$ cat src/hw/rtl/assert_macros.svh
// assertion macros used by the tokenizer rtl
`ifndef ASSERT_MACROS_SVH
`define ASSERT_MACROS_SVH

// property must hold at every clock edge outside reset
`define STT_ASSERT(label, clk, rst, prop, msg) \
   label: assert property (@(posedge clk) disable iff (rst) prop) else $error(msg);

// condition must never be seen at a clock edge outside reset
`define STT_ASSERT_NEVER(label, clk, rst, cond, msg) \
   label: assert property (@(posedge clk) disable iff (rst) !(cond)) else $error(msg);

`endif

$ cat src/hw/rtl/stt_pkg.sv
// types, token kind codes and byte classification for the source text tokenizer
package stt_pkg;

   // depth of the byte queue and the token queue, as address bits
   localparam int QUEUE_DEPTH_BITS = 2;
   // width of every position field on the result ports
   localparam int OUT_BITS = 24;
   localparam int KIND_BITS = 6;

   // token kinds
   localparam logic [KIND_BITS-1:0] K_INT_LIT = 6'd0, K_FLOAT_LIT = 6'd1;
   localparam logic [KIND_BITS-1:0] K_STRING_LIT = 6'd2, K_IDENT = 6'd3;
   localparam logic [KIND_BITS-1:0] K_KW_INT = 6'd4, K_KW_BOOLEAN = 6'd5;
   localparam logic [KIND_BITS-1:0] K_KW_STRING = 6'd6, K_KW_TRUE = 6'd7;
   localparam logic [KIND_BITS-1:0] K_KW_FALSE = 6'd8, K_KW_NULL = 6'd9;
   localparam logic [KIND_BITS-1:0] K_KW_IF = 6'd10, K_KW_ELSE = 6'd11;
   localparam logic [KIND_BITS-1:0] K_KW_WHILE = 6'd12, K_KW_VAR = 6'd13;
   localparam logic [KIND_BITS-1:0] K_KW_FN = 6'd14, K_KW_RETURN = 6'd15;
   localparam logic [KIND_BITS-1:0] K_AND = 6'd16, K_OR = 6'd17, K_NOT = 6'd18;
   localparam logic [KIND_BITS-1:0] K_PLUS = 6'd19, K_MINUS = 6'd20, K_ARROW = 6'd21;
   localparam logic [KIND_BITS-1:0] K_STAR = 6'd22, K_SLASH = 6'd23, K_PERCENT = 6'd24;
   localparam logic [KIND_BITS-1:0] K_EQ_EQ = 6'd25, K_ASSIGN = 6'd26, K_NOT_EQ = 6'd27;
   localparam logic [KIND_BITS-1:0] K_LESS_EQ = 6'd28, K_SHL = 6'd29, K_LESS = 6'd30;
   localparam logic [KIND_BITS-1:0] K_GREATER_EQ = 6'd31, K_SHR = 6'd32;
   localparam logic [KIND_BITS-1:0] K_GREATER = 6'd33, K_AMP = 6'd34, K_BAR = 6'd35;
   localparam logic [KIND_BITS-1:0] K_CARET = 6'd36, K_TILDE = 6'd37;
   localparam logic [KIND_BITS-1:0] K_LPAREN = 6'd38, K_RPAREN = 6'd39;
   localparam logic [KIND_BITS-1:0] K_LBRACE = 6'd40, K_RBRACE = 6'd41;
   localparam logic [KIND_BITS-1:0] K_LBRACKET = 6'd42, K_RBRACKET = 6'd43;
   localparam logic [KIND_BITS-1:0] K_SEMI = 6'd44, K_COMMA = 6'd45, K_DOT = 6'd46;
   localparam logic [KIND_BITS-1:0] K_COLON = 6'd47, K_QUESTION = 6'd48;
   localparam logic [KIND_BITS-1:0] K_UNKNOWN = 6'd49, K_UNTERM = 6'd50;

   // character classes of one byte
   typedef struct packed {
      logic                 dig;
      logic                 oct;
      logic                 hex;
      logic                 word_start;
      logic                 word;
      logic                 blank;
      logic [KIND_BITS-1:0] single_kind;
   } char_class_type;

   // one queued input beat
   typedef struct packed {
      logic [7:0]     text_byte;
      logic           end_of_text;
      char_class_type cls;
   } item_type;

   // one token as shown on the result ports
   typedef struct packed {
      logic [KIND_BITS-1:0] kind;
      logic [OUT_BITS-1:0]  start;
      logic [OUT_BITS-1:0]  length;
      logic [OUT_BITS-1:0]  line;
      logic [OUT_BITS-1:0]  column;
   } token_type;

   // one result beat
   typedef struct packed {
      token_type tok;
      logic      last;
   } result_type;

   // kind of a byte that forms a token by itself
   function automatic logic [KIND_BITS-1:0] single_kind(input logic [7:0] b);
      logic [KIND_BITS-1:0] k;
      case (b)
         "+": k = K_PLUS;
         "*": k = K_STAR;
         "/": k = K_SLASH;
         "%": k = K_PERCENT;
         "^": k = K_CARET;
         "~": k = K_TILDE;
         "(": k = K_LPAREN;
         ")": k = K_RPAREN;
         "{": k = K_LBRACE;
         "}": k = K_RBRACE;
         "[": k = K_LBRACKET;
         "]": k = K_RBRACKET;
         ";": k = K_SEMI;
         ",": k = K_COMMA;
         ".": k = K_DOT;
         ":": k = K_COLON;
         "?": k = K_QUESTION;
         default: k = K_UNKNOWN;
      endcase
      return k;
   endfunction

   // classify one byte
   function automatic char_class_type classify(input logic [7:0] b);
      char_class_type c;
      logic           alpha;
      alpha = (b >= "a" && b <= "z") || (b >= "A" && b <= "Z");
      c.dig = b >= "0" && b <= "9";
      c.oct = b >= "0" && b <= "7";
      c.hex = c.dig || (b >= "a" && b <= "f") || (b >= "A" && b <= "F");
      c.word_start = alpha || b == "_";
      c.word = c.word_start || c.dig;
      c.blank = b == " " || b == 8'h09 || b == 8'h0D || b == 8'h0A;
      c.single_kind = single_kind(b);
      return c;
   endfunction

   // keyword lookup on the first bytes of a word, byte 0 in the low bits
   function automatic logic [KIND_BITS-1:0] keyword_kind(input logic [55:0] p,
                                                         input logic [2:0] n);
      logic [KIND_BITS-1:0] k;
      k = K_IDENT;
      case (n)
         3'd2: begin
            if (p[15:0] == {"f", "i"}) k = K_KW_IF;
            else if (p[15:0] == {"n", "f"}) k = K_KW_FN;
            else if (p[15:0] == {"r", "o"}) k = K_OR;
         end
         3'd3: begin
            if (p[23:0] == {"t", "n", "i"}) k = K_KW_INT;
            else if (p[23:0] == {"r", "a", "v"}) k = K_KW_VAR;
            else if (p[23:0] == {"d", "n", "a"}) k = K_AND;
            else if (p[23:0] == {"t", "o", "n"}) k = K_NOT;
         end
         3'd4: begin
            if (p[31:0] == {"e", "u", "r", "t"}) k = K_KW_TRUE;
            else if (p[31:0] == {"l", "l", "u", "n"}) k = K_KW_NULL;
            else if (p[31:0] == {"e", "s", "l", "e"}) k = K_KW_ELSE;
         end
         3'd5: begin
            if (p[39:0] == {"e", "s", "l", "a", "f"}) k = K_KW_FALSE;
            else if (p[39:0] == {"e", "l", "i", "h", "w"}) k = K_KW_WHILE;
         end
         3'd6: begin
            if (p[47:0] == {"g", "n", "i", "r", "t", "s"}) k = K_KW_STRING;
            else if (p[47:0] == {"n", "r", "u", "t", "e", "r"}) k = K_KW_RETURN;
         end
         3'd7: begin
            if (p[55:0] == {"n", "a", "e", "l", "o", "o", "b"}) k = K_KW_BOOLEAN;
         end
         default: k = K_IDENT;
      endcase
      return k;
   endfunction

endpackage

$ cat src/hw/rtl/stt_fifo.sv
// small first-word-fall-through queue built from registers
module stt_fifo #(
   parameter int WIDTH      = 8,
   parameter int DEPTH_BITS = 2
) (
   input  logic             clock,
   input  logic             reset,
   input  logic             wr_en,
   input  logic [WIDTH-1:0] wr_data,
   output logic             full,
   input  logic             rd_en,
   output logic [WIDTH-1:0] rd_data,
   output logic             empty
);

   localparam int DEPTH = 1 << DEPTH_BITS;

   logic [WIDTH-1:0]    mem_ff [DEPTH];
   logic [DEPTH_BITS:0] wr_ptr_ff, wr_ptr_in;
   logic [DEPTH_BITS:0] rd_ptr_ff, rd_ptr_in;
   logic                do_wr, do_rd;

   // pointer compare, extra bit tells full from empty
   assign empty = wr_ptr_ff == rd_ptr_ff;
   assign full  = (wr_ptr_ff[DEPTH_BITS] != rd_ptr_ff[DEPTH_BITS]) &&
                  (wr_ptr_ff[DEPTH_BITS-1:0] == rd_ptr_ff[DEPTH_BITS-1:0]);
   assign do_wr = wr_en && !full;
   assign do_rd = rd_en && !empty;
   assign rd_data = mem_ff[rd_ptr_ff[DEPTH_BITS-1:0]];

   // next pointers
   always_comb begin
      wr_ptr_in = do_wr ? wr_ptr_ff + 1'b1 : wr_ptr_ff;
      rd_ptr_in = do_rd ? rd_ptr_ff + 1'b1 : rd_ptr_ff;
   end

   // pointer registers
   always_ff @(posedge clock) begin
      if (reset) begin
         wr_ptr_ff <= '0;
         rd_ptr_ff <= '0;
      end else begin
         wr_ptr_ff <= wr_ptr_in;
         rd_ptr_ff <= rd_ptr_in;
      end
   end

   // storage
   always_ff @(posedge clock) begin
      if (do_wr) begin
         mem_ff[wr_ptr_ff[DEPTH_BITS-1:0]] <= wr_data;
      end
   end

endmodule

$ cat src/hw/rtl/stt_front.sv
// front end: takes input beats, classifies each byte and queues it for the lexer
module stt_front (
   input  logic              clock,
   input  logic              reset,
   input  logic              push,
   output logic              full,
   input  logic [7:0]        text_byte,
   input  logic              end_of_text,
   output stt_pkg::item_type head,
   output logic              head_valid,
   input  logic              head_pop
);

   localparam int ITEM_BITS = $bits(stt_pkg::item_type);

   stt_pkg::item_type    item;
   logic [ITEM_BITS-1:0] q_data;
   logic                 q_empty;

   // classify the incoming byte
   always_comb begin
      item.text_byte   = text_byte;
      item.end_of_text = end_of_text;
      item.cls         = stt_pkg::classify(text_byte);
   end

   // byte queue between front and lexer
   stt_fifo #(
      .WIDTH      (ITEM_BITS),
      .DEPTH_BITS (stt_pkg::QUEUE_DEPTH_BITS)
   ) u_byte_queue (
      .clock   (clock),
      .reset   (reset),
      .wr_en   (push),
      .wr_data (item),
      .full    (full),
      .rd_en   (head_pop),
      .rd_data (q_data),
      .empty   (q_empty)
   );

   assign head       = stt_pkg::item_type'(q_data);
   assign head_valid = !q_empty;

endmodule

$ cat src/hw/rtl/stt_back.sv
// lexer back end: one dispatch step per cycle when the result queue has room, backtrack replay, end-of-text flush
`include "assert_macros.svh"

module stt_back #(
   parameter int POS_BITS      = 24,
   parameter int KEYWORD_BYTES = 7
) (
   input  logic                clock,
   input  logic                reset,
   input  stt_pkg::item_type   head,
   input  logic                head_valid,
   output logic                head_pop,
   output logic                res_push,
   output stt_pkg::result_type res_data,
   input  logic                res_full
);

   localparam int P        = POS_BITS;
   localparam int PFX_BITS = 8 * KEYWORD_BYTES;
   localparam int OB       = stt_pkg::OUT_BITS;
   localparam logic [P-1:0] POS_ZERO = '0;
   localparam logic [P-1:0] POS_ONE  = {{(P-1){1'b0}}, 1'b1};
   localparam logic [P-1:0] POS_TWO  = {{(P-2){1'b0}}, 2'b10};
   localparam logic [P-1:0] POS_MAX  = '1;

   // lexer modes
   localparam logic [4:0] M_IDLE = 5'd0, M_COMMENT = 5'd1, M_STRING = 5'd2;
   localparam logic [4:0] M_IDENT = 5'd3, M_OP_MINUS = 5'd4, M_OP_EQ = 5'd5;
   localparam logic [4:0] M_OP_BANG = 5'd6, M_OP_LT = 5'd7, M_OP_GT = 5'd8;
   localparam logic [4:0] M_OP_AMP = 5'd9, M_OP_BAR = 5'd10, M_ZERO = 5'd11;
   localparam logic [4:0] M_ZERO_X = 5'd12, M_HEX = 5'd13, M_OCT = 5'd14;
   localparam logic [4:0] M_DEC = 5'd15, M_FRAC_D = 5'd16, M_FRAC_H = 5'd17;
   localparam logic [4:0] M_EXP_MARK = 5'd18, M_EXP_SIGN = 5'd19, M_EXP_DIG = 5'd20;
   localparam logic [4:0] M_HEXP_MARK = 5'd21, M_HEXP_SIGN = 5'd22;
   localparam logic [4:0] M_HEXP_DIG = 5'd23;

   // outcome of one dispatch step
   localparam logic [1:0] ACT_DONE = 2'd0, ACT_AGAIN = 2'd1, ACT_BACK = 2'd2;

   // lexer state
   logic [4:0]          mode_ff, mode_in;
   logic                quote_ff, quote_in;
   logic [23:0]         pend_ff, pend_in;
   logic [1:0]          pcnt_ff, pcnt_in;
   logic [PFX_BITS-1:0] prefix_ff, prefix_in;
   logic [P-1:0]        ts_ff, ts_in;
   logic [P-1:0]        tcol_ff, tcol_in;
   logic [P-1:0]        tlen_ff, tlen_in;
   logic [P-1:0]        off_ff, off_in;
   logic [P-1:0]        line_ff, line_in;
   logic [P-1:0]        col_ff, col_in;
   // replay bytes after a number backs off
   logic [23:0]         rq_ff, rq_in;
   logic [1:0]          rc_ff, rc_in;
   logic                flush_ff, flush_in;
   // token held until it is known whether it closes its run
   stt_pkg::token_type  held_ff, held_in;
   logic                held_v_ff, held_v_in;
   logic                held_closed_ff, held_closed_in;

   logic                         src_replay, step, flush_tail;
   logic [7:0]                   b;
   stt_pkg::char_class_type      cls;
   logic [1:0]                   act;
   logic                         nv, inc_len, push_b, commit_p, end_num, run_done, fin;
   logic [stt_pkg::KIND_BITS-1:0] ev_kind, end_kind, word_kind, pair_kind;
   logic                         pair_hit, tlen_small;
   logic [P-1:0]                 ev_start, ev_len;
   logic                         tok_fire, run_end;
   stt_pkg::token_type           new_tok;

   function automatic logic [P-1:0] sat_add(input logic [P-1:0] a, input logic [P-1:0] c);
      logic [P:0] s;
      s = {1'b0, a} + {1'b0, c};
      return s[P] ? POS_MAX : s[P-1:0];
   endfunction

   function automatic logic [OB-1:0] to_out(input logic [P-1:0] v);
      logic [P+OB-1:0] w;
      w = {{OB{1'b0}}, v};
      return w[OB-1:0];
   endfunction

   function automatic logic [stt_pkg::KIND_BITS-1:0] op_single(input logic [4:0] m);
      logic [stt_pkg::KIND_BITS-1:0] k;
      case (m)
         M_OP_MINUS: k = stt_pkg::K_MINUS;
         M_OP_EQ:    k = stt_pkg::K_ASSIGN;
         M_OP_BANG:  k = stt_pkg::K_NOT;
         M_OP_LT:    k = stt_pkg::K_LESS;
         M_OP_GT:    k = stt_pkg::K_GREATER;
         M_OP_AMP:   k = stt_pkg::K_AMP;
         default:    k = stt_pkg::K_BAR;
      endcase
      return k;
   endfunction

   // byte source: replay bytes first, then the queue head
   assign src_replay = rc_ff != 2'd0;
   assign b          = src_replay ? rq_ff[7:0] : head.text_byte;
   assign cls        = src_replay ? stt_pkg::classify(rq_ff[7:0]) : head.cls;
   assign flush_tail = flush_ff && !src_replay;
   assign step       = !res_full && (src_replay || flush_ff || head_valid);

   // keyword match on the word collected so far
   assign tlen_small = (tlen_ff >> 3) == POS_ZERO;
   assign word_kind  = tlen_small ? stt_pkg::keyword_kind(prefix_ff[55:0], tlen_ff[2:0])
                                  : stt_pkg::K_IDENT;

   // second character of a two-character operator
   always_comb begin
      pair_hit  = 1'b0;
      pair_kind = stt_pkg::K_UNKNOWN;
      case (mode_ff)
         M_OP_MINUS: if (b == ">") begin pair_hit = 1'b1; pair_kind = stt_pkg::K_ARROW; end
         M_OP_EQ:    if (b == "=") begin pair_hit = 1'b1; pair_kind = stt_pkg::K_EQ_EQ; end
         M_OP_BANG:  if (b == "=") begin pair_hit = 1'b1; pair_kind = stt_pkg::K_NOT_EQ; end
         M_OP_LT: begin
            if (b == "=") begin pair_hit = 1'b1; pair_kind = stt_pkg::K_LESS_EQ; end
            else if (b == "<") begin pair_hit = 1'b1; pair_kind = stt_pkg::K_SHL; end
         end
         M_OP_GT: begin
            if (b == "=") begin pair_hit = 1'b1; pair_kind = stt_pkg::K_GREATER_EQ; end
            else if (b == ">") begin pair_hit = 1'b1; pair_kind = stt_pkg::K_SHR; end
         end
         M_OP_AMP:   if (b == "&") begin pair_hit = 1'b1; pair_kind = stt_pkg::K_AND; end
         M_OP_BAR:   if (b == "|") begin pair_hit = 1'b1; pair_kind = stt_pkg::K_OR; end
         default: begin
            pair_hit  = 1'b0;
            pair_kind = stt_pkg::K_UNKNOWN;
         end
      endcase
   end

   // one dispatch step
   always_comb begin
      mode_in   = mode_ff;
      quote_in  = quote_ff;
      pend_in   = pend_ff;
      pcnt_in   = pcnt_ff;
      prefix_in = prefix_ff;
      ts_in     = ts_ff;
      tcol_in   = tcol_ff;
      tlen_in   = tlen_ff;
      off_in    = off_ff;
      line_in   = line_ff;
      col_in    = col_ff;
      rq_in     = rq_ff;
      rc_in     = rc_ff;
      flush_in  = flush_ff;
      head_pop  = 1'b0;
      act       = ACT_DONE;
      nv        = 1'b0;
      ev_kind   = stt_pkg::K_IDENT;
      ev_start  = ts_ff;
      ev_len    = tlen_ff;
      inc_len   = 1'b0;
      push_b    = 1'b0;
      commit_p  = 1'b0;
      end_num   = 1'b0;
      end_kind  = stt_pkg::K_INT_LIT;
      run_done  = 1'b0;
      fin       = 1'b0;

      if (flush_tail) begin
         // close whatever token is open at end of text
         case (mode_ff)
            M_IDLE: fin = 1'b1;
            M_IDENT: begin
               nv      = 1'b1;
               ev_kind = word_kind;
               mode_in = M_IDLE;
            end
            M_STRING: begin
               nv      = 1'b1;
               ev_kind = stt_pkg::K_UNTERM;
               mode_in = M_IDLE;
            end
            M_OP_MINUS, M_OP_EQ, M_OP_BANG, M_OP_LT, M_OP_GT, M_OP_AMP, M_OP_BAR: begin
               nv      = 1'b1;
               ev_kind = op_single(mode_ff);
               ev_len  = POS_ONE;
               mode_in = M_IDLE;
            end
            M_ZERO, M_ZERO_X, M_HEX, M_OCT, M_DEC: begin
               end_num  = 1'b1;
               end_kind = stt_pkg::K_INT_LIT;
            end
            M_FRAC_D, M_FRAC_H, M_EXP_MARK, M_EXP_SIGN, M_EXP_DIG,
            M_HEXP_MARK, M_HEXP_SIGN, M_HEXP_DIG: begin
               end_num  = 1'b1;
               end_kind = stt_pkg::K_FLOAT_LIT;
            end
            default: mode_in = M_IDLE;
         endcase
      end else begin
         case (mode_ff)
            M_IDLE: begin
               if (cls.blank) begin
                  act = ACT_DONE;
               end else if (b == "#") begin
                  mode_in = M_COMMENT;
               end else begin
                  ts_in   = off_ff;
                  tcol_in = col_ff;
                  tlen_in = POS_ONE;
                  if (cls.dig) begin
                     mode_in = (b == "0") ? M_ZERO : M_DEC;
                  end else if (b == 8'h22 || b == 8'h27) begin
                     mode_in  = M_STRING;
                     quote_in = b == 8'h27;
                     ts_in    = sat_add(off_ff, POS_ONE);
                     tlen_in  = POS_ZERO;
                  end else if (cls.word_start) begin
                     mode_in   = M_IDENT;
                     prefix_in = {{(PFX_BITS-8){1'b0}}, b};
                  end else if (b == "-") begin
                     mode_in = M_OP_MINUS;
                  end else if (b == "=") begin
                     mode_in = M_OP_EQ;
                  end else if (b == "!") begin
                     mode_in = M_OP_BANG;
                  end else if (b == "<") begin
                     mode_in = M_OP_LT;
                  end else if (b == ">") begin
                     mode_in = M_OP_GT;
                  end else if (b == "&") begin
                     mode_in = M_OP_AMP;
                  end else if (b == "|") begin
                     mode_in = M_OP_BAR;
                  end else begin
                     nv       = 1'b1;
                     ev_kind  = cls.single_kind;
                     ev_start = off_ff;
                     ev_len   = POS_ONE;
                  end
               end
            end
            M_COMMENT: begin
               if (b == 8'h0A) mode_in = M_IDLE;
            end
            M_STRING: begin
               if (b == (quote_ff ? 8'h27 : 8'h22)) begin
                  nv      = 1'b1;
                  ev_kind = stt_pkg::K_STRING_LIT;
                  mode_in = M_IDLE;
               end else begin
                  inc_len = 1'b1;
               end
            end
            M_IDENT: begin
               if (!cls.word) begin
                  nv      = 1'b1;
                  ev_kind = word_kind;
                  mode_in = M_IDLE;
                  act     = ACT_AGAIN;
               end else begin
                  for (int i = 0; i < KEYWORD_BYTES; i++) begin
                     if (tlen_small && tlen_ff[2:0] == 3'(i)) begin
                        prefix_in[8*i +: 8] = prefix_ff[8*i +: 8] | b;
                     end
                  end
                  inc_len = 1'b1;
               end
            end
            M_OP_MINUS, M_OP_EQ, M_OP_BANG, M_OP_LT, M_OP_GT, M_OP_AMP, M_OP_BAR: begin
               nv      = 1'b1;
               mode_in = M_IDLE;
               if (pair_hit) begin
                  ev_kind = pair_kind;
                  ev_len  = POS_TWO;
               end else begin
                  ev_kind = op_single(mode_ff);
                  ev_len  = POS_ONE;
                  act     = ACT_AGAIN;
               end
            end
            M_ZERO: begin
               if (b == "x" || b == "X") begin
                  push_b  = 1'b1;
                  mode_in = M_ZERO_X;
               end else if (cls.oct) begin
                  inc_len = 1'b1;
                  mode_in = M_OCT;
               end else if (b == ".") begin
                  inc_len = 1'b1;
                  mode_in = M_FRAC_D;
               end else begin
                  end_num = 1'b1;
               end
            end
            M_ZERO_X: begin
               if (cls.hex) begin
                  commit_p = 1'b1;
                  mode_in  = M_HEX;
               end else begin
                  end_num = 1'b1;
               end
            end
            M_HEX, M_OCT, M_DEC: begin
               if ((mode_ff == M_HEX && cls.hex) || (mode_ff == M_OCT && cls.oct) ||
                   (mode_ff == M_DEC && cls.dig)) begin
                  inc_len = 1'b1;
               end else if (b == ".") begin
                  inc_len = 1'b1;
                  mode_in = (mode_ff == M_HEX) ? M_FRAC_H : M_FRAC_D;
               end else begin
                  end_num = 1'b1;
               end
            end
            M_FRAC_D, M_FRAC_H: begin
               if ((mode_ff == M_FRAC_D) ? cls.dig : cls.hex) begin
                  inc_len = 1'b1;
               end else if (mode_ff == M_FRAC_D && (b == "e" || b == "E")) begin
                  push_b  = 1'b1;
                  mode_in = M_EXP_MARK;
               end else if (mode_ff == M_FRAC_H && (b == "p" || b == "P")) begin
                  push_b  = 1'b1;
                  mode_in = M_HEXP_MARK;
               end else begin
                  end_num  = 1'b1;
                  end_kind = stt_pkg::K_FLOAT_LIT;
               end
            end
            M_EXP_MARK, M_HEXP_MARK: begin
               if (cls.dig) begin
                  commit_p = 1'b1;
                  mode_in  = (mode_ff == M_EXP_MARK) ? M_EXP_DIG : M_HEXP_DIG;
               end else if (b == "+" || b == "-") begin
                  push_b  = 1'b1;
                  mode_in = (mode_ff == M_EXP_MARK) ? M_EXP_SIGN : M_HEXP_SIGN;
               end else begin
                  end_num  = 1'b1;
                  end_kind = stt_pkg::K_FLOAT_LIT;
               end
            end
            M_EXP_SIGN, M_HEXP_SIGN: begin
               if (cls.dig) begin
                  commit_p = 1'b1;
                  mode_in  = (mode_ff == M_EXP_SIGN) ? M_EXP_DIG : M_HEXP_DIG;
               end else begin
                  end_num  = 1'b1;
                  end_kind = stt_pkg::K_FLOAT_LIT;
               end
            end
            M_EXP_DIG, M_HEXP_DIG: begin
               if (cls.dig) begin
                  inc_len = 1'b1;
               end else begin
                  end_num  = 1'b1;
                  end_kind = stt_pkg::K_FLOAT_LIT;
               end
            end
            default: begin
               mode_in = M_IDLE;
               act     = ACT_AGAIN;
            end
         endcase
      end

      // length and backtrack bookkeeping
      if (inc_len) tlen_in = sat_add(tlen_ff, POS_ONE);
      if (push_b && pcnt_ff != 2'd3) begin
         pend_in[{pcnt_ff, 3'b000} +: 8] = b;
         pcnt_in = pcnt_ff + 2'd1;
      end
      if (commit_p) begin
         tlen_in = sat_add(tlen_ff, {{(P-2){1'b0}}, pcnt_ff} + POS_ONE);
         pend_in = '0;
         pcnt_in = 2'd0;
      end

      // number ends: emit it and hand any held-back bytes to the replay buffer
      if (end_num) begin
         nv      = 1'b1;
         ev_kind = end_kind;
         mode_in = M_IDLE;
         if (pcnt_ff == 2'd0) begin
            act = ACT_AGAIN;
         end else begin
            act     = ACT_BACK;
            off_in  = sat_add(ts_ff, tlen_ff);
            col_in  = sat_add(tcol_ff, tlen_ff);
            rq_in   = pend_ff;
            rc_in   = pcnt_ff;
            pend_in = '0;
            pcnt_in = 2'd0;
         end
      end

      // byte used up: move position and retire it
      if (!flush_tail && act == ACT_DONE) begin
         off_in = sat_add(off_ff, POS_ONE);
         if (b == 8'h0A) begin
            line_in = sat_add(line_ff, POS_ONE);
            col_in  = POS_ONE;
         end else begin
            col_in = sat_add(col_ff, POS_ONE);
         end
         if (src_replay) begin
            rq_in = {8'h00, rq_ff[23:8]};
            rc_in = rc_ff - 2'd1;
         end else begin
            head_pop = step;
            if (head.end_of_text) flush_in = 1'b1;
            else run_done = 1'b1;
         end
      end

      // end of text fully flushed: back to reset state
      if (fin) begin
         mode_in   = M_IDLE;
         quote_in  = 1'b0;
         pend_in   = '0;
         pcnt_in   = 2'd0;
         prefix_in = '0;
         ts_in     = POS_ZERO;
         tcol_in   = POS_ONE;
         tlen_in   = POS_ZERO;
         off_in    = POS_ZERO;
         line_in   = POS_ONE;
         col_in    = POS_ONE;
         flush_in  = 1'b0;
         run_done  = 1'b1;
      end
   end

   // held token and result push
   always_comb begin
      new_tok.kind   = ev_kind;
      new_tok.start  = to_out(ev_start);
      new_tok.length = to_out(ev_len);
      new_tok.line   = to_out(line_ff);
      new_tok.column = to_out(tcol_in);
      tok_fire = step && nv;
      run_end  = step && run_done;
      res_push = held_v_ff && !res_full && (held_closed_ff || tok_fire || run_end);
      res_data.tok  = held_ff;
      res_data.last = held_closed_ff || !tok_fire;
      held_in        = held_ff;
      held_v_in      = held_v_ff;
      held_closed_in = held_closed_ff;
      if (tok_fire) begin
         held_in        = new_tok;
         held_v_in      = 1'b1;
         held_closed_in = run_end;
      end else if (res_push) begin
         held_v_in      = 1'b0;
         held_closed_in = 1'b0;
      end
   end

   // state registers
   always_ff @(posedge clock) begin
      if (reset) begin
         mode_ff        <= M_IDLE;
         quote_ff       <= 1'b0;
         pend_ff        <= '0;
         pcnt_ff        <= 2'd0;
         prefix_ff      <= '0;
         ts_ff          <= POS_ZERO;
         tcol_ff        <= POS_ONE;
         tlen_ff        <= POS_ZERO;
         off_ff         <= POS_ZERO;
         line_ff        <= POS_ONE;
         col_ff         <= POS_ONE;
         rc_ff          <= 2'd0;
         flush_ff       <= 1'b0;
         held_v_ff      <= 1'b0;
         held_closed_ff <= 1'b0;
      end else begin
         if (step) begin
            mode_ff   <= mode_in;
            quote_ff  <= quote_in;
            pend_ff   <= pend_in;
            pcnt_ff   <= pcnt_in;
            prefix_ff <= prefix_in;
            ts_ff     <= ts_in;
            tcol_ff   <= tcol_in;
            tlen_ff   <= tlen_in;
            off_ff    <= off_in;
            line_ff   <= line_in;
            col_ff    <= col_in;
            rc_ff     <= rc_in;
            flush_ff  <= flush_in;
         end
         held_v_ff      <= held_v_in;
         held_closed_ff <= held_closed_in;
      end
   end

   // payload registers
   always_ff @(posedge clock) begin
      if (step) rq_ff <= rq_in;
      held_ff <= held_in;
   end

   `STT_ASSERT(a_backtrack_from_head, clock, reset, (step && act == ACT_BACK) |-> !src_replay, "backtrack while replaying")
   `STT_ASSERT_NEVER(a_pending_overflow, clock, reset, pcnt_ff == 2'd3, "more than two held-back bytes")
   `STT_ASSERT(a_push_has_room, clock, reset, res_push |-> !res_full, "token pushed into full queue")
   `STT_ASSERT(a_flush_keeps_head, clock, reset, flush_ff |-> !head_pop, "byte taken during end-of-text flush")

endmodule

$ cat src/hw/rtl/source_text_tokenizer_core.sv
// Source text tokenizer: bytes in through a queue, tokens out through a queue.
// The lexer step unit in the back end handles one byte dispatch per cycle while
// the token queue is not full and a byte or flush step is pending; a byte that
// closes an identifier, number or operator and must then be looked at again is
// dispatched a second time, each byte held back for number backtracking (at most
// two) is replayed afterwards, and a byte flagged end_of_text then starts a flush
// that closes each token or comment still open and replays each held-back byte
// before returning to the reset state. A token waits in a one-entry hold register
// until it is known whether it is the last of its byte, so it passes through the
// hold register and then the token queue before it reaches the result ports.
// Results are not dropped under stall; push accepts while full is low.
module source_text_tokenizer_core #(
   parameter int POS_BITS      = 24,
   parameter int KEYWORD_BYTES = 7
) (
   input  logic        clock,
   input  logic        reset,
   input  logic        push,
   output logic        full,
   input  logic [7:0]  req_text_byte,
   input  logic        req_end_of_text,
   output logic        empty,
   input  logic        pop,
   output logic [5:0]  rsp_token_kind,
   output logic [23:0] rsp_start_offset,
   output logic [23:0] rsp_token_length,
   output logic [23:0] rsp_line_number,
   output logic [23:0] rsp_column_number,
   output logic        rsp_last_of_run
);

   localparam int RES_BITS = $bits(stt_pkg::result_type);

   stt_pkg::item_type   head;
   logic                head_valid, head_pop;
   logic                res_push, res_full;
   stt_pkg::result_type res_data, res_out;
   logic [RES_BITS-1:0] res_q;

   // byte intake and classification
   stt_front u_front (
      .clock       (clock),
      .reset       (reset),
      .push        (push),
      .full        (full),
      .text_byte   (req_text_byte),
      .end_of_text (req_end_of_text),
      .head        (head),
      .head_valid  (head_valid),
      .head_pop    (head_pop)
   );

   // lexer
   stt_back #(
      .POS_BITS      (POS_BITS),
      .KEYWORD_BYTES (KEYWORD_BYTES)
   ) u_back (
      .clock      (clock),
      .reset      (reset),
      .head       (head),
      .head_valid (head_valid),
      .head_pop   (head_pop),
      .res_push   (res_push),
      .res_data   (res_data),
      .res_full   (res_full)
   );

   // token queue toward the consumer
   stt_fifo #(
      .WIDTH      (RES_BITS),
      .DEPTH_BITS (stt_pkg::QUEUE_DEPTH_BITS)
   ) u_token_queue (
      .clock   (clock),
      .reset   (reset),
      .wr_en   (res_push),
      .wr_data (res_data),
      .full    (res_full),
      .rd_en   (pop),
      .rd_data (res_q),
      .empty   (empty)
   );

   assign res_out           = stt_pkg::result_type'(res_q);
   assign rsp_token_kind    = res_out.tok.kind;
   assign rsp_start_offset  = res_out.tok.start;
   assign rsp_token_length  = res_out.tok.length;
   assign rsp_line_number   = res_out.tok.line;
   assign rsp_column_number = res_out.tok.column;
   assign rsp_last_of_run   = res_out.last;

endmodule

$ cat config.mk
export PLATFORM = sky130hd
export DESIGN_NAME = source_text_tokenizer_core
export DESIGN_NICKNAME = d
export VERILOG_FILES = /design/src/hw/rtl/stt_pkg.sv /design/src/hw/rtl/stt_fifo.sv /design/src/hw/rtl/stt_front.sv /design/src/hw/rtl/stt_back.sv /design/src/hw/rtl/source_text_tokenizer_core.sv
export VERILOG_INCLUDE_DIRS = /design/src /design/src/hw/rtl
export SDC_FILE = /design/constraint.sdc
export NUM_CORES = 2
export LEC_CHECK = 0
export BUFFER_PORTS_ARGS = -buffer_cell sky130_fd_sc_hd__buf_2
export CAP_MARGIN = 40
export CORE_MARGIN = 2
export CORE_UTILIZATION = 45
export DETAILED_ROUTE_END_ITERATION = 8
export GPL_TIMING_DRIVEN = 1
export HOLD_SLACK_MARGIN = 0.03
export SLEW_MARGIN = 30
export SYNTH_ARGS = -nofsm -noshare
export SYNTH_HDL_FRONTEND = slang
export SYNTH_SLANG_ARGS = --single-unit
$ cat constraint.sdc
create_clock -name clock -period 12.1 [get_ports clock]
set_input_delay 1.815 -clock clock [delete_from_list [all_inputs] [get_ports clock]]
set_output_delay 1.815 -clock clock [all_outputs]
set_load 0.1 [all_outputs]
After elaboration in Yosys (flattened, before gate mapping)
Memories as Yosys holds them, arrays and structs flattened. A register that Yosys moved wholly into a read port is not among the register bits.
Index checks and enable logic that the tools add are counted.

operators by class
  reduce and logical (&&, ||, !) cells = 116
  bitwise operators = 7
  equality and inequality tests = 154
  $add $sub $neg = 15
  shifts and indexed selects = 2
  multiplexer cells = 301
  magnitude comparators = 18

operators by type and width
  kind                                                                   number
  24-bit 2-to-1 mux                                                      76
  56-bit 2-to-1 mux                                                      8
  8-bit by 6-bit == test with 1-bit output, second input constant        36
  6-bit 2-to-1 mux                                                       38
  6-bit one-hot mux with 17 select lines                                 2
  5-bit 2-to-1 mux                                                       34
  8-bit by 7-bit == test with 1-bit output, second input constant        21
  56-bit one-hot mux with 2 select lines                                 1
  24-bit by 1-bit adder with 25-bit output, second input constant        4
  24-bit by 23-bit == test with 1-bit output, second input constant      4
  32-bit by 31-bit == test with 1-bit output, second input constant      3
  48-bit by 47-bit == test with 1-bit output, second input constant      2
  1-bit 2-to-1 mux                                                       91
  40-bit by 39-bit == test with 1-bit output, second input constant      2
  24-bit by 24-bit adder with 25-bit output                              3
  6-bit one-hot mux with 6 select lines                                  2
  10-bit AND reduction                                                   7
  8-bit by 7-bit <= comparator with 1-bit output, second input constant  8
  8-bit 2-to-1 mux                                                       8
  56-bit by 55-bit == test with 1-bit output, second input constant      1
  8-bit by 4-bit == test with 1-bit output, second input constant        7
  8-bit bitwise OR                                                       7
  5-bit one-hot mux with 11 select lines                                 1
  16-bit by 15-bit == test with 1-bit output, second input constant      3
  other kinds (73)                                                       244

storage, ports and cells
  memories kept = 2
  register bits = 375
  memory bits (writable) = 496

memory list
  name                         words  bits a word  rd ports  clocked after memory_dff  write ports  RTL line        text
  u_token_queue.mem_ff         4      103          1         1                         1            stt_fifo.sv:18  logic [WIDTH-1:0] mem_ff [DEPTH];
  u_front.u_byte_queue.mem_ff  4      21           1         1                         1            stt_fifo.sv:18

Longest topological paths before layout
  word-level depth = 25
  mapped depth = 18

Cells and area by module
Synthesis repeated with hierarchy kept, for this count alone.

unflattened totals
  cell total of the unflattened synthesis = 3692
  area total of the unflattened synthesis = 42703.5 um^2

modules (own cells, without submodules)
  module                            cells an instance  area an instance (um^2)  instances
  stt_back                          2793               22957.0                  1
  stt_fifo at u_token_queue         606                15418.5                  1
  stt_fifo at u_front.u_byte_queue  177                3594.7                   1
  stt_front                         116                733.2                    1

Worst setup path before layout
No wires, ideal clock.

  path kind = register to register
  start point = register (tool-made name)
  end point = memory u_token_queue.mem_ff[0][0] (netlist name), enable pin
  data arrival time = 5.619 ns
  path slack = 6.008 ns
  data required time = 11.626 ns
  stages on the path, launching flop included = 13
  period minus slack after synthesis = 6.092 ns
  cell sequence = dfxtp_1 -> buf_4 -> or3_1 -> buf_2 -> o221a_4 -> or4_4 -> nand2b_4 -> o31ai_4 -> o221a_4 -> nand4_4 -> o31a_1 -> a211oi_4 -> and2_1

RTL lines
  element    RTL line
  to (decl)  stt_fifo.sv:18

Final worst setup path
  start point = register u_back.rc_ff[1]
  end point = memory u_token_queue.mem_ff[2][88] (netlist name), enable pin

on the way
  cells in the longest elaborated chain, start to end = 25
  elaborated cells on any way between the ends = 98
  classes of those cells = eq/ne (19); mux (52); reduce/logical (27)

RTL lines
  element                                   RTL line                          text
  from (decl)                               stt_back.sv:54                    logic [1:0] rc_ff, rc_in;
  from (signal assigned)                    stt_back.sv:484                   rc_ff <= rc_in;
  2-bit nonzero test *                      stt_back.sv:99                    assign src_replay = rc_ff != 2'd0;
  8-bit 2-to-1 mux                          stt_back.sv:100                   assign b = src_replay ? rq_ff[7:0] : head.text_byte;
  8-bit by 7-bit == test with 1-bit output  stt_back.sv:127, stt_back.sv:229
  1-bit 2-to-1 mux                          stt_back.sv:229                   end else if (b == "|") begin
  1-bit 2-to-1 mux                          stt_back.sv:227                   end else if (b == "&") begin
  1-bit 2-to-1 mux                          stt_back.sv:225                   end else if (b == ">") begin
  1-bit 2-to-1 mux                          stt_back.sv:223                   end else if (b == "<") begin
  1-bit 2-to-1 mux                          stt_back.sv:221                   end else if (b == "!") begin
  [9 not listed]                            -
  1-bit 2-to-1 mux                          stt_back.sv:374                   if (end_num) begin
  1-bit logical AND                         stt_back.sv:435                   tok_fire = step && nv;
  1-bit logical OR                          stt_back.sv:437                   res_push = held_v_ff && !res_full && (held_closed_ff || tok_fire || run_end);
  1-bit logical OR *                        stt_back.sv:437
  1-bit logical AND *                       stt_back.sv:437
  1-bit logical AND *                       stt_fifo.sv:27                    assign do_wr = wr_en && !full;
  1-bit 2-to-1 mux *                        stt_fifo.sv:50                    if (do_wr) begin
  1-bit 2-to-1 mux (implied by the code) *  stt_fifo.sv:51                    mem_ff[wr_ptr_ff[DEPTH_BITS-1:0]] <= wr_data;

Mark *: on every way between the ends. The rest lies on a longest branch, timed or not.

==> metrics.csv <==
stage,metric,value,unit
status,status,finished clean,
timing,clock_skew,26.6,ps
placement,dp_hpwl,72300,um
clocking,cts_resized,0,
placement,place.gp.congestion,0.941,
flow_run,cap_violations,0,
drt,ant_nets,0,
timing,grt_setup_unrepaired,no,
drt,drc_errors,0,
clocking,post_cts_buffers,0,
power,p_seq_share,39.6,%
global_route,grt-busiest-layer,met2,
global_route,grt.met2_usage,37.1,%
logic_synthesis,synth.avg_cell_area,11.5,um^2
placement,postPlaceCellArea,43100,um^2
power,switching_share,41.4,%
setup_path,path_cells,or3_1 -> o221ai_2 -> nand3_1 -> nor4_1 -> o221a_4 -> nand4_4 -> o31a_1 -> a211oi_4 -> and2_4 -> buf_16 -> buf_4,
global_route,grt_use_met3,3.45,%
setup_path,crit_fanout,47,
setup_path,arrival,6570,ps
setup_path,cpPeakStageDelay,780,ps
worst_hold_path,hp-start,u_back.pend_ff[17]$_SDFFE_PP0P_,
logic_synthesis,yosys.cell_count.top_type,edfxtp_1,
timing,tightestPinTransition,890,ps
timing,fin_setup_tns,0,ps
setup_path,critPathSlowestCell,nor4_1,
logic_synthesis,ys_warn_count,0,
final_layout,seq_area,23800,um^2
setup_path,endpoint_kind,register,
logic_synthesis,syn_inst,3579,
worst_hold_path,hold_path.class,register to register,
clocking,insertion_delay,680,ps
setup_path,worstSetupStartpointType,register,
placement,dp.cells,4723,
timing,setup_viol,0,
floorplan,die_w,307,um
timing,holdWs,454,ps
final_layout,stdcell_area,46400,um^2
timing,finalCriticalPeriod,6270,ps
drt,wl_per_cell,22.1,um
timing,fmax,0.159,GHz
logic_synthesis,synth_edf_count,622,
setup_path,worstSetupStartpoint,u_back.rc_ff[1]$_SDFFE_PP0P_,
power,p_per_area,258,nW/um^2
power,power_leakage,0.0159,uW
power,p_int,7010,uW
final_layout,n_fill_cell,7968,
final_layout,multi_input_area,16500,um^2
logic_synthesis,async_reset_ff_share,0,%
global_route,first_global_vias,27700,
final_layout,nets,3730,
power,p_clk_share,24.5,%
floorplan,rows,111,
power,switching_power,4950,uW
drt,drt_first_pass_iters,5,
setup_path,rr_startpoint,u_back.rc_ff[1]$_SDFFE_PP0P_,
logic_synthesis,yosys.area.top_type,edfxtp_1,
timing,maxSlewViolCount,0,
clocking,path_clk_slew,60,ps
floorplan,die_h,307,um
timing,fin_crit_sh,51.8,%
setup_path,required,12390,ps
clocking,clock-sinks,875,
logic_synthesis,ys_types,101,
logic_synthesis,synthTopCellsByArea,"edfxtp_1 (45%), dfxtp_1 (12%), mux4_2 (6.4%)",
timing,max-slew-margin-rel,40.3,%
global_route,grt_max_degree,87,
final_layout,final_cells,4901,
floorplan,start_util,45.2,%
drt,drtIter0Drc,2906,
logic_synthesis,yosys_register_bits,875,
floorplan,dieArea,94100,um^2
drt,wirelength,108000,um
setup_path,crit_type,register to register,
floorplan,core_area,91200,um^2
logic_synthesis,synth_fp_nets,3670,
global_route,gr-total-overflow,0,
logic_synthesis,synth_ff_type,edfxtp_1,
global_route,grt_pass1_wl,167000,um
final_layout,diodes,0,
drt,vias,29000,
global_route,antenna_found_initial,2,
floorplan,num_io_pins,118,
final_layout,area_growth,12.5,%
clocking,cts_tree,built,
drt,vias_per_cell,5.92,
logic_synthesis,seq_area_frac_synth,57.6,%
clocking,cts_htree_levels,3,
global_route,grt.total_usage,22.7,%
logic_synthesis,synth_top_area_share,45.3,%
timing,hold_viol_final,0,
placement,port-buffer-count,117,
global_route,globalRouteMet1Util,30.8,%
clocking,numCtsBuffers,92,
logic_synthesis,synth_commonest_cells,"edfxtp_1 (622), nand2_1 (369), a21oi_1 (336)",
logic_synthesis,synth_area,41200,um^2
clocking,hold_buffers,0,
clocking,clockBufferDepth,3,
power,ir_worst_vdd,0.232,mV
final_layout,layout-drive-gt1-share,14.8,%
clocking,cts-root-buf,clkbuf_16,
power,combinationalPowerShare,35.8,%
layout make-up:
cell class	instances	share of cell area, %
clock buffers	111	5.27
multi-input cells	2429	35.6
clock inverters	59	1.59
well taps	1186	3.20
repair buffers	189	2.76
inverters	52	0.426
flip-flops and latches	875	51.2
cells by family after synthesis:
group	after synthesis	share of synthesized area, %
AO/OA/AOI/OAI	849	12.9
XOR/XNOR	106	2.25
adder cells (fa/ha/maj)	79	2.45
buffers and inverters	275	2.63
flip-flops	875	57.6
multiplexers	185	8.12
AND/OR/NAND/NOR	1210	14.1
critical path: cells and delay by family, from the launching register on:
family                 cells  cell delay, ps
AND/OR/NAND/NOR            5            2570
AO/OA/AOI/OAI              4            1840
buffers and inverters      2             890
flip-flops                 1             450
stage by stage:
stage | util (%) | power, uW | setup WS, ps
detailed placement | 47.3 | 9060 | 5810
finish | 50.9 | 12000 | 5830
global route | 50.9 | 12500 | 5440
floorplan | - | 7820 | 6010
global placement | 47.0 | 8990 | 5360
CTS | 50.7 | 12000 | 5810
worst paths after layout:
check / endpoint / slack, ps / cells after the start
min reg2reg: u_back.pend_ff[17]$_SDFFE_PP0P_ / 450 / 2
max: u_token_queue.mem_ff[2][88]$_DFFE_PP_ / 5830 / 11
max reg2reg: u_token_queue.mem_ff[2][88]$_DFFE_PP_ / 5830 / 11
min: u_back.pend_ff[17]$_SDFFE_PP0P_ / 450 / 2
flip-flops by register name (all words and copies together), names as in the netlist, 2 cells and up, named ones only:
name and cells:
u_back.col_ff 24, u_back.line_ff 24, u_back.mode_ff 5, u_back.off_ff 24
u_back.pcnt_ff 2, u_back.pend_ff 24, u_back.prefix_ff 56, u_back.rc_ff 2
u_back.res_data 102, u_back.rq_ff 24, u_back.tcol_ff 24, u_back.tlen_ff 24
u_back.ts_ff 24, u_front.u_byte_queue.mem_ff 84, u_front.u_byte_queue.rd_ptr_ff 3, u_front.u_byte_queue.wr_ptr_ff 3
u_token_queue.mem_ff 412, u_token_queue.rd_ptr_ff 3, u_token_queue.wr_ptr_ff 3
power by group through the flow:
stage | Clock (uW) | Sequential, uW | Combinational, uW
after detailed placement | 0 | 4790 | 4270
final | 2940 | 4740 | 4290
after CTS | 3010 | 4730 | 4280
after floorplan | 0 | 4470 | 3350
after global routing | 3120 | 4820 | 4580
after global placement | 0 | 4770 | 4220
metal layers:
metal  vias up  share of wire (%)
met1     14200                 43
met2       934                 48
met5         -              0.021
li1      13700                  -
met4         4                3.2
met3       185                5.9
placed cells by master (no fill, tap or decap), types with 103 or more instances in the layout:
master,netlist,routed
a21oi_1,336,336
nor2_1,303,299
nand2_1,369,368
dfxtp_1,253,250
edfxtp_1,622,622
mux4_2,117,117
nor3_1,104,103
buf_2,25,117
nand3_1,118,117
o21ai_0,176,176
Note: power is estimated with default switching activity, not from simulation.
